[src/rtl/core/sspe_pkg.sv]
package sspe_pkg;

    // default fraction bits of coordinates and distances
    localparam int COORD_FRAC_BITS = 16;

    // fixed field widths
    localparam int COORD_W  = 17;
    localparam int ENERGY_W = 48;
    localparam int TALLY_W  = 16;

    // shell range after reset, about 0.05 in Q1.16
    localparam logic [COORD_W-1:0] SHELL_RANGE_RESET = COORD_W'(3277);

    // nine lattice translates, i and j each in -1..1
    localparam int LANES = 9;
    localparam int TAPS  = 3;

    typedef enum logic [3:0] {
        ST_IDLE,
        ST_LOAD,
        ST_SQUARE,
        ST_MIN,
        ST_ROOT,
        ST_CHECK,
        ST_GAP,
        ST_ACCUM,
        ST_FINISH
    } state_t;

    // integer square root, evaluated at elaboration
    function automatic logic [63:0] isqrt64(input logic [63:0] v);
        logic [63:0] rem;
        logic [63:0] res;
        logic [63:0] bit_v;
        rem   = v;
        res   = '0;
        bit_v = 64'h4000_0000_0000_0000;
        for (int k = 0; k < 32; k++) begin
            if (rem >= res + bit_v) begin
                rem = rem - (res + bit_v);
                res = (res >> 1) + bit_v;
            end else begin
                res = res >> 1;
            end
            bit_v = bit_v >> 2;
        end
        return res;
    endfunction

    // sqrt(3)/2 with f fraction bits, rounded
    function automatic logic [63:0] box_hy(input int f);
        return (isqrt64(64'd3 << (2 * f)) + 64'd1) >> 1;
    endfunction

endpackage

[src/rtl/core/soft_shell_pair_energy.sv]
// Soft-shell pair energy of one particle against a stream of its same-species partners in a
// periodic unit rhombic box of the triangular lattice. Each s_ transaction carries the particle
// (center), one partner and two flags; a partner marked is_self adds nothing. For every other
// partner the nine translates of the partner are squared in parallel by bit-serial squarers,
// the smallest squared distance is found by a scan over the nine lanes, its square root is
// formed one bit per cycle, and when the distance lies below shell_range the squared gap is
// formed bit-serially and added to a saturating 48-bit Q16.32 energy; the overlap count
// saturates at 65535. The transaction marked last_partner produces one m_ transaction with the
// energy and count, and the sums clear. One partner is in flight at a time, from acceptance
// to the next s_ready; an is_self partner skips every step, a non-overlapping one skips the gap
// square and the accumulation. A result waits in an output register, so the next partner is
// taken while it is pending; only a further last partner waits for that register to drain.
// shell_range is written through cfg_wr_en / cfg_wr_data; the user must write it only while
// the block is idle, which the block itself does not enforce.
module soft_shell_pair_energy #(
    parameter int COORD_FRAC_BITS = sspe_pkg::COORD_FRAC_BITS
) (
    input  logic                          aclk,
    input  logic                          aresetn,

    // shell range register
    input  logic                          cfg_wr_en,
    input  logic [sspe_pkg::COORD_W-1:0]  cfg_wr_data,

    // partner transactions
    input  logic                          s_valid,
    output logic                          s_ready,
    input  logic [sspe_pkg::COORD_W-1:0]  s_center_x,
    input  logic [sspe_pkg::COORD_W-1:0]  s_center_y,
    input  logic [sspe_pkg::COORD_W-1:0]  s_partner_x,
    input  logic [sspe_pkg::COORD_W-1:0]  s_partner_y,
    input  logic                          s_is_self,
    input  logic                          s_last_partner,

    // result transactions
    output logic                          m_valid,
    input  logic                          m_ready,
    output logic [sspe_pkg::ENERGY_W-1:0] m_energy,
    output logic [sspe_pkg::TALLY_W-1:0]  m_overlap_count
);

    localparam int COORD_W  = sspe_pkg::COORD_W;
    localparam int ENERGY_W = sspe_pkg::ENERGY_W;
    localparam int TALLY_W  = sspe_pkg::TALLY_W;
    localparam int LANES    = sspe_pkg::LANES;
    localparam int TAPS     = sspe_pkg::TAPS;

    // box length 1.0, half of it, and sqrt(3)/2, all with COORD_FRAC_BITS fraction bits
    localparam int BOX_LEN  = 1 << COORD_FRAC_BITS;
    localparam int BOX_HALF = 1 << (COORD_FRAC_BITS - 1);
    localparam int BOX_HY   = int'(sspe_pkg::box_hy(COORD_FRAC_BITS));

    // magnitude of a translated difference, covers |d| + 1.5 box lengths
    localparam int MAG_W   = ((COORD_W > COORD_FRAC_BITS + 1) ? COORD_W : COORD_FRAC_BITS + 1) + 1;
    localparam int T_W     = MAG_W + 1;          // signed translated difference
    localparam int R2_W    = 2 * MAG_W + 1;      // sum of two squares
    localparam int DIST_W  = (R2_W + 1) / 2;     // root of a squared distance
    localparam int RAD_W   = 2 * DIST_W;         // radicand, padded to whole bit pairs
    localparam int REM_W   = DIST_W + 1;         // partial remainder of the root
    localparam int GAP_W   = COORD_W;
    localparam int GSQ_W   = 2 * GAP_W;
    localparam int SUM_W   = ENERGY_W + 1;

    localparam int CNT_A   = (MAG_W > DIST_W) ? MAG_W : DIST_W;
    localparam int CNT_B   = (GAP_W > LANES) ? GAP_W : LANES;
    localparam int CNT_MAX = (CNT_A > CNT_B) ? CNT_A : CNT_B;
    localparam int CNT_W   = $clog2(CNT_MAX);

    localparam logic [ENERGY_W-1:0] ENERGY_MAX = '1;
    localparam logic [TALLY_W-1:0]  TALLY_MAX  = '1;
    localparam logic [SUM_W-1:0]    SUM_LIMIT  = SUM_W'(ENERGY_MAX);

    // control
    sspe_pkg::state_t state_reg, state_next;
    logic [CNT_W-1:0] cnt_reg, cnt_next;
    logic             last_reg, last_next;
    logic             out_load;
    logic             out_free;
    logic             hit;

    // configuration and running sums
    logic [COORD_W-1:0]  shell_range_reg, shell_range_next;
    logic [ENERGY_W-1:0] energy_sum_reg, energy_sum_next;
    logic [TALLY_W-1:0]  tally_reg, tally_next;

    // accepted differences
    logic signed [T_W-1:0] dx_reg, dx_next;
    logic signed [T_W-1:0] dy_reg, dy_next;

    // serial squarer lanes: x magnitude per lane, y magnitude per row j
    logic [MAG_W-1:0] txv_reg [LANES];
    logic [MAG_W-1:0] txv_next [LANES];
    logic [MAG_W-1:0] txs_reg [LANES];
    logic [MAG_W-1:0] txs_next [LANES];
    logic [MAG_W-1:0] tyv_reg [TAPS];
    logic [MAG_W-1:0] tyv_next [TAPS];
    logic [MAG_W-1:0] tys_reg [TAPS];
    logic [MAG_W-1:0] tys_next [TAPS];
    logic [R2_W-1:0]  acc_reg [LANES];
    logic [R2_W-1:0]  acc_next [LANES];

    // minimum scan
    logic [R2_W-1:0] best_reg, best_next;

    // bit-serial root
    logic [RAD_W-1:0]  rad_reg, rad_next;
    logic [REM_W-1:0]  rem_reg, rem_next;
    logic [DIST_W-1:0] root_reg, root_next;

    // serial gap square
    logic [GAP_W-1:0] gval_reg, gval_next;
    logic [GAP_W-1:0] gsh_reg, gsh_next;
    logic [GSQ_W-1:0] eacc_reg, eacc_next;

    // output register
    logic                m_valid_reg, m_valid_next;
    logic [ENERGY_W-1:0] m_energy_reg, m_energy_next;
    logic [TALLY_W-1:0]  m_count_reg, m_count_next;

    assign out_free = !m_valid_reg || m_ready;
    assign hit      = root_reg < DIST_W'(shell_range_reg);

    // next state
    always_comb begin
        state_next = state_reg;
        case (state_reg)
            sspe_pkg::ST_IDLE: begin
                if (s_valid) begin
                    state_next = s_is_self ? sspe_pkg::ST_FINISH : sspe_pkg::ST_LOAD;
                end
            end
            sspe_pkg::ST_LOAD: begin
                state_next = sspe_pkg::ST_SQUARE;
            end
            sspe_pkg::ST_SQUARE: begin
                if (cnt_reg == '0) begin
                    state_next = sspe_pkg::ST_MIN;
                end
            end
            sspe_pkg::ST_MIN: begin
                if (cnt_reg == '0) begin
                    state_next = sspe_pkg::ST_ROOT;
                end
            end
            sspe_pkg::ST_ROOT: begin
                if (cnt_reg == '0) begin
                    state_next = sspe_pkg::ST_CHECK;
                end
            end
            sspe_pkg::ST_CHECK: begin
                state_next = hit ? sspe_pkg::ST_GAP : sspe_pkg::ST_FINISH;
            end
            sspe_pkg::ST_GAP: begin
                if (cnt_reg == '0) begin
                    state_next = sspe_pkg::ST_ACCUM;
                end
            end
            sspe_pkg::ST_ACCUM: begin
                state_next = sspe_pkg::ST_FINISH;
            end
            sspe_pkg::ST_FINISH: begin
                if (!last_reg || out_free) begin
                    state_next = sspe_pkg::ST_IDLE;
                end
            end
            default: begin
                state_next = sspe_pkg::ST_IDLE;
            end
        endcase
    end

    // control outputs
    always_comb begin
        s_ready  = 1'b0;
        out_load = 1'b0;
        case (state_reg)
            sspe_pkg::ST_IDLE: begin
                s_ready = 1'b1;
            end
            sspe_pkg::ST_FINISH: begin
                out_load = last_reg && out_free;
            end
            default: begin
                s_ready  = 1'b0;
                out_load = 1'b0;
            end
        endcase
    end

    // datapath
    always_comb begin
        logic signed [T_W-1:0]  tx_c;
        logic signed [T_W-1:0]  ty_c;
        logic [REM_W+1:0]       rem_t;
        logic [REM_W+1:0]       trial;
        logic [SUM_W-1:0]       sum_ext;

        cnt_next         = cnt_reg;
        last_next        = last_reg;
        shell_range_next = shell_range_reg;
        energy_sum_next  = energy_sum_reg;
        tally_next       = tally_reg;
        dx_next          = dx_reg;
        dy_next          = dy_reg;
        txv_next         = txv_reg;
        txs_next         = txs_reg;
        tyv_next         = tyv_reg;
        tys_next         = tys_reg;
        acc_next         = acc_reg;
        best_next        = best_reg;
        rad_next         = rad_reg;
        rem_next         = rem_reg;
        root_next        = root_reg;
        gval_next        = gval_reg;
        gsh_next         = gsh_reg;
        eacc_next        = eacc_reg;
        tx_c             = '0;
        ty_c             = '0;
        rem_t            = '0;
        trial            = '0;
        sum_ext          = '0;

        if (cfg_wr_en) begin
            shell_range_next = cfg_wr_data;
        end

        case (state_reg)
            sspe_pkg::ST_IDLE: begin
                if (s_valid) begin
                    dx_next   = T_W'($signed({1'b0, s_center_x}))
                              - T_W'($signed({1'b0, s_partner_x}));
                    dy_next   = T_W'($signed({1'b0, s_center_y}))
                              - T_W'($signed({1'b0, s_partner_y}));
                    last_next = s_last_partner;
                end
            end
            sspe_pkg::ST_LOAD: begin
                // translate by i*a1 + j*a2 and take magnitudes
                for (int ix = 0; ix < TAPS; ix++) begin
                    for (int jy = 0; jy < TAPS; jy++) begin
                        tx_c = dx_reg + T_W'((ix - 1) * BOX_LEN + (jy - 1) * BOX_HALF);
                        txv_next[ix * TAPS + jy] = tx_c[T_W-1] ? MAG_W'(-tx_c) : MAG_W'(tx_c);
                        txs_next[ix * TAPS + jy] = tx_c[T_W-1] ? MAG_W'(-tx_c) : MAG_W'(tx_c);
                        acc_next[ix * TAPS + jy] = '0;
                    end
                end
                for (int jy = 0; jy < TAPS; jy++) begin
                    ty_c = dy_reg + T_W'((jy - 1) * BOX_HY);
                    tyv_next[jy] = ty_c[T_W-1] ? MAG_W'(-ty_c) : MAG_W'(ty_c);
                    tys_next[jy] = ty_c[T_W-1] ? MAG_W'(-ty_c) : MAG_W'(ty_c);
                end
                cnt_next = CNT_W'(MAG_W - 1);
            end
            sspe_pkg::ST_SQUARE: begin
                // msb-first shift-add: acc = tx^2 + ty^2 once every one of the MAG_W multiplier bits is used
                for (int k = 0; k < LANES; k++) begin
                    acc_next[k] = {acc_reg[k][R2_W-2:0], 1'b0}
                                + (txs_reg[k][MAG_W-1] ? R2_W'(txv_reg[k]) : R2_W'(0))
                                + (tys_reg[k % TAPS][MAG_W-1] ? R2_W'(tyv_reg[k % TAPS])
                                                              : R2_W'(0));
                    txs_next[k] = {txs_reg[k][MAG_W-2:0], 1'b0};
                end
                for (int jy = 0; jy < TAPS; jy++) begin
                    tys_next[jy] = {tys_reg[jy][MAG_W-2:0], 1'b0};
                end
                cnt_next = cnt_reg - 1'b1;
                if (cnt_reg == '0) begin
                    cnt_next = CNT_W'(LANES - 1);
                end
            end
            sspe_pkg::ST_MIN: begin
                // lanes shift toward lane 0, one compare per cycle
                if (cnt_reg == CNT_W'(LANES - 1) || acc_reg[0] < best_reg) begin
                    best_next = acc_reg[0];
                end
                for (int k = 0; k < LANES - 1; k++) begin
                    acc_next[k] = acc_reg[k + 1];
                end
                acc_next[LANES-1] = '0;
                cnt_next = cnt_reg - 1'b1;
                if (cnt_reg == '0) begin
                    rad_next  = RAD_W'(best_next);
                    rem_next  = '0;
                    root_next = '0;
                    cnt_next  = CNT_W'(DIST_W - 1);
                end
            end
            sspe_pkg::ST_ROOT: begin
                // one root bit per cycle from the top bit pair of the radicand
                rem_t    = {rem_reg, rad_reg[RAD_W-1 -: 2]};
                trial    = (REM_W + 2)'({root_reg, 2'b01});
                rad_next = {rad_reg[RAD_W-3:0], 2'b00};
                if (rem_t >= trial) begin
                    rem_next  = REM_W'(rem_t - trial);
                    root_next = {root_reg[DIST_W-2:0], 1'b1};
                end else begin
                    rem_next  = REM_W'(rem_t);
                    root_next = {root_reg[DIST_W-2:0], 1'b0};
                end
                cnt_next = cnt_reg - 1'b1;
            end
            sspe_pkg::ST_CHECK: begin
                gval_next = shell_range_reg - root_reg[GAP_W-1:0];
                gsh_next  = shell_range_reg - root_reg[GAP_W-1:0];
                eacc_next = '0;
                cnt_next  = CNT_W'(GAP_W - 1);
            end
            sspe_pkg::ST_GAP: begin
                eacc_next = {eacc_reg[GSQ_W-2:0], 1'b0}
                          + (gsh_reg[GAP_W-1] ? GSQ_W'(gval_reg) : GSQ_W'(0));
                gsh_next  = {gsh_reg[GAP_W-2:0], 1'b0};
                cnt_next  = cnt_reg - 1'b1;
            end
            sspe_pkg::ST_ACCUM: begin
                // saturating energy and overlap count
                sum_ext = {1'b0, energy_sum_reg} + SUM_W'(eacc_reg);
                if (sum_ext >= SUM_LIMIT) begin
                    energy_sum_next = ENERGY_MAX;
                end else begin
                    energy_sum_next = sum_ext[ENERGY_W-1:0];
                end
                if (tally_reg != TALLY_MAX) begin
                    tally_next = tally_reg + 1'b1;
                end
            end
            sspe_pkg::ST_FINISH: begin
                if (out_load) begin
                    energy_sum_next = '0;
                    tally_next      = '0;
                end
            end
            default: begin
                cnt_next = cnt_reg;
            end
        endcase
    end

    // output register
    always_comb begin
        m_valid_next  = m_valid_reg && !m_ready;
        m_energy_next = m_energy_reg;
        m_count_next  = m_count_reg;
        if (out_load) begin
            m_valid_next  = 1'b1;
            m_energy_next = energy_sum_reg;
            m_count_next  = tally_reg;
        end
    end

    assign m_valid         = m_valid_reg;
    assign m_energy        = m_energy_reg;
    assign m_overlap_count = m_count_reg;

    // control state and sums
    always_ff @(posedge aclk) begin
        if (!aresetn) begin
            state_reg       <= sspe_pkg::ST_IDLE;
            cnt_reg         <= '0;
            last_reg        <= 1'b0;
            shell_range_reg <= sspe_pkg::SHELL_RANGE_RESET;
            energy_sum_reg  <= '0;
            tally_reg       <= '0;
            m_valid_reg     <= 1'b0;
        end else begin
            state_reg       <= state_next;
            cnt_reg         <= cnt_next;
            last_reg        <= last_next;
            shell_range_reg <= shell_range_next;
            energy_sum_reg  <= energy_sum_next;
            tally_reg       <= tally_next;
            m_valid_reg     <= m_valid_next;
        end
    end

    // payload
    always_ff @(posedge aclk) begin
        dx_reg       <= dx_next;
        dy_reg       <= dy_next;
        txv_reg      <= txv_next;
        txs_reg      <= txs_next;
        tyv_reg      <= tyv_next;
        tys_reg      <= tys_next;
        acc_reg      <= acc_next;
        best_reg     <= best_next;
        rad_reg      <= rad_next;
        rem_reg      <= rem_next;
        root_reg     <= root_next;
        gval_reg     <= gval_next;
        gsh_reg      <= gsh_next;
        eacc_reg     <= eacc_next;
        m_energy_reg <= m_energy_next;
        m_count_reg  <= m_count_next;
    end

endmodule
[config.mk]
export PLATFORM = sky130hd
export DESIGN_NAME = soft_shell_pair_energy
export DESIGN_NICKNAME = d
export VERILOG_FILES = /design/src/rtl/core/sspe_pkg.sv /design/src/rtl/core/soft_shell_pair_energy.sv
export SDC_FILE = /design/constraint.sdc
export NUM_CORES = 2
export LEC_CHECK = 0
export BUFFER_PORTS_ARGS = -buffer_cell sky130_fd_sc_hd__clkbuf_2
export CAP_MARGIN = 5
export CORE_ASPECT_RATIO = 0.75
export CORE_MARGIN = 2
export CORE_UTILIZATION = 45
export DETAILED_ROUTE_END_ITERATION = 6
export SETUP_SLACK_MARGIN = 0.3
export SLEW_MARGIN = 20
export SYNTH_ARGS = -nofsm -noshare
export SYNTH_HDL_FRONTEND = slang
export SYNTH_SLANG_ARGS = --single-unit
[constraint.sdc]
create_clock -name aclk -period 24 [get_ports aclk]
set_input_delay 4.8 -clock aclk [delete_from_list [all_inputs] [get_ports aclk]]
set_output_delay 4.8 -clock aclk [all_outputs]
set_load 0.01 [all_outputs]
==> results.py <==
metrics = {
    "run_status": {
        "status": "completed",
    },
    "global_routing": {
        "grt.met1_usage_pct": 37.3,
        "grtUsageMet2_pct": 32.4,
        "grt_usage_pct": 23.3,
        "grt_pass1_vias": 44200,
        "grt_pass1_wl_um": 265000,
        "grtUsageMet3_pct": 4.63,
        "globalRouteOverflowTotal": 0,
        "antenna_found_initial": 1,
        "top_usage_layer": "met1",
        "grt_max_degree": 208,
    },
    "power_and_ir_drop": {
        "ir_worst_vdd_mv": 0.111,
        "combinationalPowerShare_pct": 50.9,
        "pwr-share-clk_pct": 16.2,
        "p_sw_share_pct": 42.5,
        "power.density_nw_per_um2": 155,
        "intPower_w": 0.00632,
        "power.leakage_nw": 27.3,
        "p_seq_share_pct": 32.9,
        "p_sw_w": 0.00467,
    },
    "floorplan": {
        "die_w_um": 441,
        "start_util_pct": 45.3,
        "die_height_um": 332,
        "core.rowCount": 120,
        "die_area_sq_um": 146000,
        "io_pins": 158,
        "core-area_sq_um": 142000,
    },
    "layout": {
        "areaGrowthSynthToFinish_pct": 10.0,
        "final_core_utilization_pct": 49.8,
        "nets": 6748,
        "drive_above_1_share_pct": 9.92,
        "largest_reg_flops": 333,
        "fin_area_sq_um": 71000,
        "final_common_cell": "edfxtp_1",
        "most-common-layout-cells": "959 x edfxtp_1, 622 x nand2_1, 581 x nor2_1",
        "fill_cells": 12800,
    },
    "routing": {
        "wirelength_um": 171000,
        "num_vias": 45400,
        "first_iter_violations": 4352,
        "firstDrtPassIters": 6,
        "drc_errors": 0,
        "wl_per_cell_um": 21.0,
        "via_per_inst": 5.60,
        "ant_nets": 0,
    },
    "clocking": {
        "cts_setup_buffers": 0,
        "holdBufCountCts": 0,
        "cts_sinks": 1051,
        "cts_tree": "built",
        "clock_path_buffers": 3,
        "numCtsBuffers": 109,
        "clkTransAtPathRegs_ns": 0.06,
        "clk_latency_ns": 0.75,
        "cts-root-buf": "clkbuf_16",
        "cts_max_level": 3,
        "cts.repair.resized": 0,
    },
    "placed_design": {
        "portBuffers": 157,
        "routabilityCongestion": 0.889,
        "hpwl_um": 124000,
        "placed_cell_area_sq_um": 67300,
    },
    "yosys": {
        "synthCells": 6035,
        "synth_fa_ha_area_share_pct": 12.3,
        "synth_fp_nets": 6659,
        "synth_edf_count": 959,
        "syn_area_per_cell_sq_um": 10.7,
        "ys_seq_area_share_pct": 47.5,
        "async_flop_share_pct": 0,
        "synth_compound_area_share_pct": 10.9,
        "synth.area.mux_share_pct": 3.51,
        "netlist_area_sq_um": 64500,
        "synth-xor-area-share_pct": 7.88,
        "synth_top_family_by_area": "simple AND/OR/NAND/NOR gates",
        "synthSimpleGateAreaFrac_pct": 15.2,
        "ys_warn_count": 0,
        "ys.flop_type": "edfxtp_1",
        "synth_cell_types": 93,
        "synth-seq-cells": 1051,
    },
    "min_path": {
        "hold_class": "reg2reg",
    },
    "setup_path": {
        "endpoint_kind": "flop",
        "arrival_ns": 8.26,
        "critPathMaxFanout": 3,
        "crit_path_start_kind": "input pin",
        "path_class": "in2reg",
        "cp_data_required_time_ns": 24.47,
    },
    "timing": {
        "max_freq_mhz": 128,
        "setup_tns_ns": 0,
        "finalCriticalPeriod_ns": 7.79,
        "tightest_slew_ns": 1.07,
        "slew_viol_final": 0,
        "clock_skew_ns": 0.0324,
        "period_share_pct": 32.4,
        "hold_violations": 0,
        "final-setup-viol-count": 0,
        "rsz0062_at_grt": "false",
        "relSlewSlack_pct": 27.1,
    },
    "flow_run": {
        "maxCapViolations": 0,
    },
}
[per-layer routing]
layer,vias to the layer above,routed length [um]
li1,21700,-
met1,22200,85600
met2,1392,69200
met3,184,13300
met4,0,2530
met5,-,0
[through the flow]
stage | std cells | setup slack (ns) | hold WS, ns | power (W)
2_1_floorplan | 6035 | 8.41 | 0.406 | 0.00784
3_3_place_gp | 7903 | 15.62 | 0.453 | 0.00904
3_5_place_dp | 7904 | 15.51 | 0.448 | 0.00916
4_1_cts | 8108 | 16.28 | 0.461 | 0.0110
5_1_grt | 8109 | 15.84 | 0.479 | 0.0118
6_report | 8110 | 16.21 | 0.462 | 0.0110
[synthesized netlist by cell type, drive strengths merged (9+ instances only)]
cell type	instances	area, sq um
a22o	33	289
o211a	13	130
and2	246	1540
or2	22	138
nand4	47	294
a21boi	26	195
o21a	35	263
o21ai	443	2220
nor2b	65	407
and3	91	574
clkbuf	195	732
nand3	130	651
a31oi	21	131
o22ai	16	100
dfxtp	92	1840
fa	167	3340
o211ai	19	143
nor3b	11	82.6
a32o	11	110
ha	365	4570
nor3	112	582
and4	12	105
nor4	16	106
a21oi	233	1170
edfxtp	959	28800
a211o	11	96.3
mux2i	31	310
nor2	590	2240
or3	37	236
a211oi	23	178
nand2b	47	294
xnor2	323	2830
buf	42	214
inv	228	856
o21bai	30	225
nand2	623	2350
xor2	258	2260
a2111oi	13	120
o41ai	9	78.8
mux2	173	1950
a21o	87	653
o31ai	22	165
[power by group through the flow]
stage | registers [W] | logic, W | clock network [W]
3_5_place_dp | 0.00365 | 0.00551 | 0
5_1_grt | 0.00371 | 0.00623 | 0.00188
3_3_place_gp | 0.00364 | 0.00540 | 0
6_report | 0.00362 | 0.00559 | 0.00178
2_1_floorplan | 0.00369 | 0.00416 | 0
4_1_cts | 0.00362 | 0.00555 | 0.00181
[critical path: stages]
cell and delay (ns):
clkbuf_2 0.10, inv_1 0.04, ha_1 0.26, nor2b_1 0.12, o21ai_0 0.10, a21boi_0 0.24
o21ai_0 0.15, a21boi_0 0.28, o21ai_0 0.16, a21boi_0 0.41, o21ai_0 0.22, a2111oi_0 0.95
o2111ai_1 0.18, nand2_1 0.15, a31oi_1 0.09
[worst paths after layout]
| kind | slack, ns | depth (start not counted) | start | end |
|---|---|---|---|---|
| worst min-delay path | 0.46 | 0 | energy_sum_reg[2] | m_energy[2] |
| worst max-delay path | 16.21 | 15 | s_partner_y[1] | dy_reg[17] |
| worst min register to register | 0.46 | 0 | energy_sum_reg[2] | m_energy[2] |
| worst max register to register | 18.03 | 16 | tys_reg[53] | acc_reg[212] |
[cells by family (layout without fill, tap and decap cells)]
group | count (synthesis) | after routing
xor+xnor | 581 | 581
buf+inv | 465 | 647
mux | 204 | 204
simple gates | 2077 | 2077
flops | 1051 | 1051
other cells | 0 | 2
fa+ha+maj | 532 | 532
compound gates | 1125 | 1125
[final cells by class]
type	instances	area (sq um)	share of cell area, %
well taps	1891	2370	3.33
clock inverters	60	558	0.786
inverters	228	863	1.22
diodes	2	5.00	0.00705
multi-input cells	4519	32200	45.3
flip-flops and latches	1051	30600	43.2
repair buffers	215	1260	1.77
clock buffers	144	3130	4.40
Note: power is estimated with default switching activity, not from simulation.
